--- src/rtl/wsq_div.sv ---
// Pipelined restoring divider, one quotient bit per register stage.
// Self-contained apart from the house style; the quotient must fit Q_W bits.
`default_nettype none

module wsq_div #(
	parameter int N_W = 46,
	parameter int D_W = 31,
	parameter int Q_W = 15
) (
	input  wire logic           clk,
	input  wire logic [N_W-1:0] num_in,
	input  wire logic [D_W-1:0] den_in,
	output logic      [Q_W-1:0] quo_out
);

	logic [N_W-1:0] rem_q [Q_W];
	logic [D_W-1:0] den_q [Q_W];
	logic [Q_W-1:0] quo_q [Q_W];

	for (genvar j = 0; j < Q_W; j++) begin : g_stage
		localparam int SH = Q_W - 1 - j;
		logic [N_W-1:0] rem_i, dsh;
		logic [D_W-1:0] den_i;
		logic [Q_W-1:0] quo_i;
		if (j == 0) begin : g_first
			assign rem_i = num_in;
			assign den_i = den_in;
			assign quo_i = '0;
		end else begin : g_next
			assign rem_i = rem_q[j-1];
			assign den_i = den_q[j-1];
			assign quo_i = quo_q[j-1];
		end
		assign dsh = N_W'(den_i) << SH;
		always_ff @(posedge clk) begin
			den_q[j] <= den_i;
			if (rem_i >= dsh) begin
				rem_q[j] <= rem_i - dsh;
				quo_q[j] <= quo_i | (Q_W'(1) << SH);
			end else begin
				rem_q[j] <= rem_i;
				quo_q[j] <= quo_i;
			end
		end
	end

	assign quo_out = quo_q[Q_W-1];

endmodule

`default_nettype wire

--- config.mk ---
export PLATFORM = sky130hd
export DESIGN_NAME = wsq_div
export DESIGN_NICKNAME = d
export VERILOG_FILES = /design/src/rtl/wsq_div.sv
export SDC_FILE = /design/constraint.sdc
export NUM_CORES = 2
export LEC_CHECK = 0
export BUFFER_PORTS_ARGS = -buffer_cell sky130_fd_sc_hd__buf_4
export CAP_MARGIN = 0
export CORE_UTILIZATION = 30
export CTS_CLUSTER_DIAMETER = 40
export DETAILED_ROUTE_END_ITERATION = 10
export MAX_ROUTING_LAYER = met4
export SLEW_MARGIN = 20
export SYNTH_ARGS = -nofsm -noshare
export SYNTH_HDL_FRONTEND = slang
export SYNTH_SLANG_ARGS = --single-unit
--- constraint.sdc ---
create_clock -name clk -period 3.65 [get_ports clk]
set_input_delay 0.1825 -clock clk [delete_from_list [all_inputs] [get_ports clk]]
set_output_delay 0.1825 -clock clk [all_outputs]
set_load 0.03 [all_outputs]
==> impl_metrics.tcl <==
set metrics [dict create \
    grt_setup_unrepaired "false" \
    layout_commonest_cell "dfxtp_1" \
    critPathRequiredTime_ns 4.31 \
    p_sw_w 0.02445 \
    grt_overflow 0 \
    synth_edf_count 0 \
    antenna_found_initial 1 \
    cts_root_buf "clkbuf_16" \
    final_nets 7267 \
    clkPwrFrac 0.264 \
    synth_cells 6270 \
    clkSinkCount 1198 \
    port_buffers 92 \
    ioPinCount 93 \
    slew_viol_final 0 \
    place_hpwl_mm 117.0 \
    clockBufferDepth 3 \
    critical_path_arrival_ns 4.16 \
    synthFlopType "dfxtp_1" \
    multiInputGateArea_um2 29570 \
    die-area_um2 189700 \
    rows 158 \
    wl_met1_mm 59.96 \
    wl_mm 146.1 \
    max_cap_viol_count 0 \
    drive_gt1_frac 0.1196 \
    seqPwrFrac 0.303 \
    hold_slack_ns 0.06136 \
    setup_viol 0 \
    status "complete, no violations" \
    hold_path_class "input pin to flip-flop" \
    dr_wl_met2_mm 72.67 \
    fp.dieH_um 435.6 \
    most-common-layout-cells "1198 x dfxtp_1, 598 x inv_1, 597 x a21oi_1" \
    first_pass_iters 6 \
    setup.worst_path.end_class "flip-flop" \
    viasPerCell 4.755 \
    ys_warn_count 0 \
    area.sequential_um2 23980 \
    dr_wl_met3_mm 4.769 \
    p_int_w 0.04068 \
    grt_first_pass_wirelength_mm 231.2 \
    ys_types 108 \
    postRouteAntennaNets 0 \
    cts-buffers-inserted 173 \
    num_vias 44420 \
    critPathMaxFanout 22 \
    synth-async-reset-ratio 0 \
    grt_max_degree 51 \
    period_minus_slack_ns 3.503 \
    syn_avg_cell_area_um2 8.995 \
    tritoncts "yes" \
    grt_pass1_vias 44730 \
    gp_congestion 0.9758 \
    critPathLaunchType "flip-flop" \
    finalCoreUtilization 0.3694 \
    grt_util_all_layers 0.1547 \
    relSlewSlack 0.4040 \
    core_area_um2 186000 \
    clk_latency_ns 0.79 \
    top_layer "met4" \
    p_leak_nw 30.90 \
    drc 0 \
    ys_ff_latch 1198 \
    n_fill_cell 18590 \
    synth_area_um2 56400 \
    fmax_ghz 0.2855 \
    hold_viol_final 0 \
    p_per_area_nw_per_um2 947.7 \
    worst_pin_slew_ns 0.8858 \
    yosysSeqAreaShare 0.4253 \
    htreeDepth 4 \
    fin_skew_ns 0.03281 \
    switching_share 0.3754 \
    start_util 0.3032 \
    p_comb_frac 0.433 \
    avgRoutedWirePerCell_um 15.64 \
    fp.dieW_um 435.6 \
    worstSetupPathType "flip-flop to flip-flop" \
    max-vdd-ir-drop_mv 0.6548 \
    finalCritPeriodShare 0.9597 \
    timing.final.ws_setup_ns 0.1471 \
    clk_pin_slew_worst_paths_ns 0.06 \
    dpl_worst_slack_ns -0.1621 \
    syn_nets 6827 \
    syn_to_final_growth_pct 21.85 \
    initialDrtViolationCount 2392 \
]
## per-layer routing
metal  GRT usage  vias to the layer above
met5           -                        -
met2      0.2736                      952
met4     0.09263                        0
met1      0.1621                    20330
met3     0.02324                      389
li1            -                    22750
## stage by stage
step / power, W / instance area (µm²) / instances / TNS [ns]
floorplan: 0.03979 / 56400 / 6270 / 0
global placement: 0.04745 / 61520 / 8922 / -2.171
detailed placement: 0.04772 / 61520 / 8922 / -1.399
CTS: 0.06537 / 68590 / 9337 / 0
global route: 0.06986 / 68720 / 9340 / 0
finish: 0.06513 / 68720 / 9340 / 0
## layout make-up
cell class	count	area share
flip-flops and latches	1198	0.3490
multi-input cells	4303	0.4303
clock buffers	215	0.06957
clock inverters	108	0.01979
diodes	2	0.00007283
well taps	2480	0.04516
repair buffers	431	0.05317
inverters	603	0.03294
## cell families after synthesis
| family | Yosys count | share of synthesized area |
|---|---|---|
| compound gates | 1697 | 0.1882 |
| simple gates | 1584 | 0.1369 |
| flops | 1198 | 0.4253 |
| buf+inv | 769 | 0.05351 |
| fa+ha+maj | 479 | 0.1081 |
| xor+xnor | 472 | 0.07330 |
| mux | 71 | 0.01466 |
## synthesized netlist by cell type (42+ instances only)
cell type,n,area share
a21o_1,256,0.034
a21oi_1,600,0.053
a31oi_1,42,0.0047
clkbuf_1,109,0.0073
dfxtp_1,1198,0.43
ha_1,465,0.10
inv_1,598,0.040
mux2_2,57,0.011
nand2_1,429,0.029
nand2b_1,68,0.0075
nand3_1,124,0.011
nand4_1,92,0.010
nor2_1,455,0.030
nor2b_1,50,0.0055
nor3_1,85,0.0075
nor4_1,57,0.0063
o21a_1,44,0.0059
o21ai_0,370,0.033
o21bai_1,63,0.0084
xnor2_1,275,0.043
xor2_1,197,0.031
## worst paths after layout
check | start | to | slack [ns] | depth (start not counted)
setup / recovery | rem_q[0][328] | rem_q[1][7] | 0.15 | 13
hold reg to reg | quo_q[1][52] | quo_q[1][67] | 0.32 | 0
setup reg to reg | rem_q[0][328] | rem_q[1][7] | 0.15 | 13
hold / removal | den_in[0] | den_q[0][0] | 0.06 | 2
## sequential cells by signal, indices dropped and copies added, names as in the netlist
| register | count |
|---|---|
| quo_q | 120 |
| rem_q | 644 |
| den_q | 434 |
## power groups by stage
stage	logic, W	clock network [W]	registers (W)
after floorplan	0.0210	0	0.0188
after global placement	0.0275	0	0.0200
after detailed placement	0.0278	0	0.0199
after CTS	0.0280	0.0176	0.0197
after global routing	0.0315	0.0183	0.0201
final	0.0282	0.0172	0.0197
## worst max-delay path, stage by stage (launching register included)
cell,delay [ns]
dfxtp_1,0.31
inv_1,0.06
ha_1,0.16
inv_1,0.05
fa_1,0.42
a211oi_1,0.29
o21bai_2,0.15
o2111ai_2,0.26
a21oi_1,0.18
a41o_1,0.31
o2111a_1,0.33
nor3_4,0.32
buf_12,0.20
mux2_2,0.34
## what timing repair did
action                                  in CTS  in global routing
gates resized for setup                      3                 28
pin swaps                                    0                  9
hold endpoints to repair                    78                  0
endpoints found under the setup margin       4                111
setup buffers                                0                  1
cloned                                       0                  0
hold buffers                                92                  0
(Power assumes the default switching activity.)
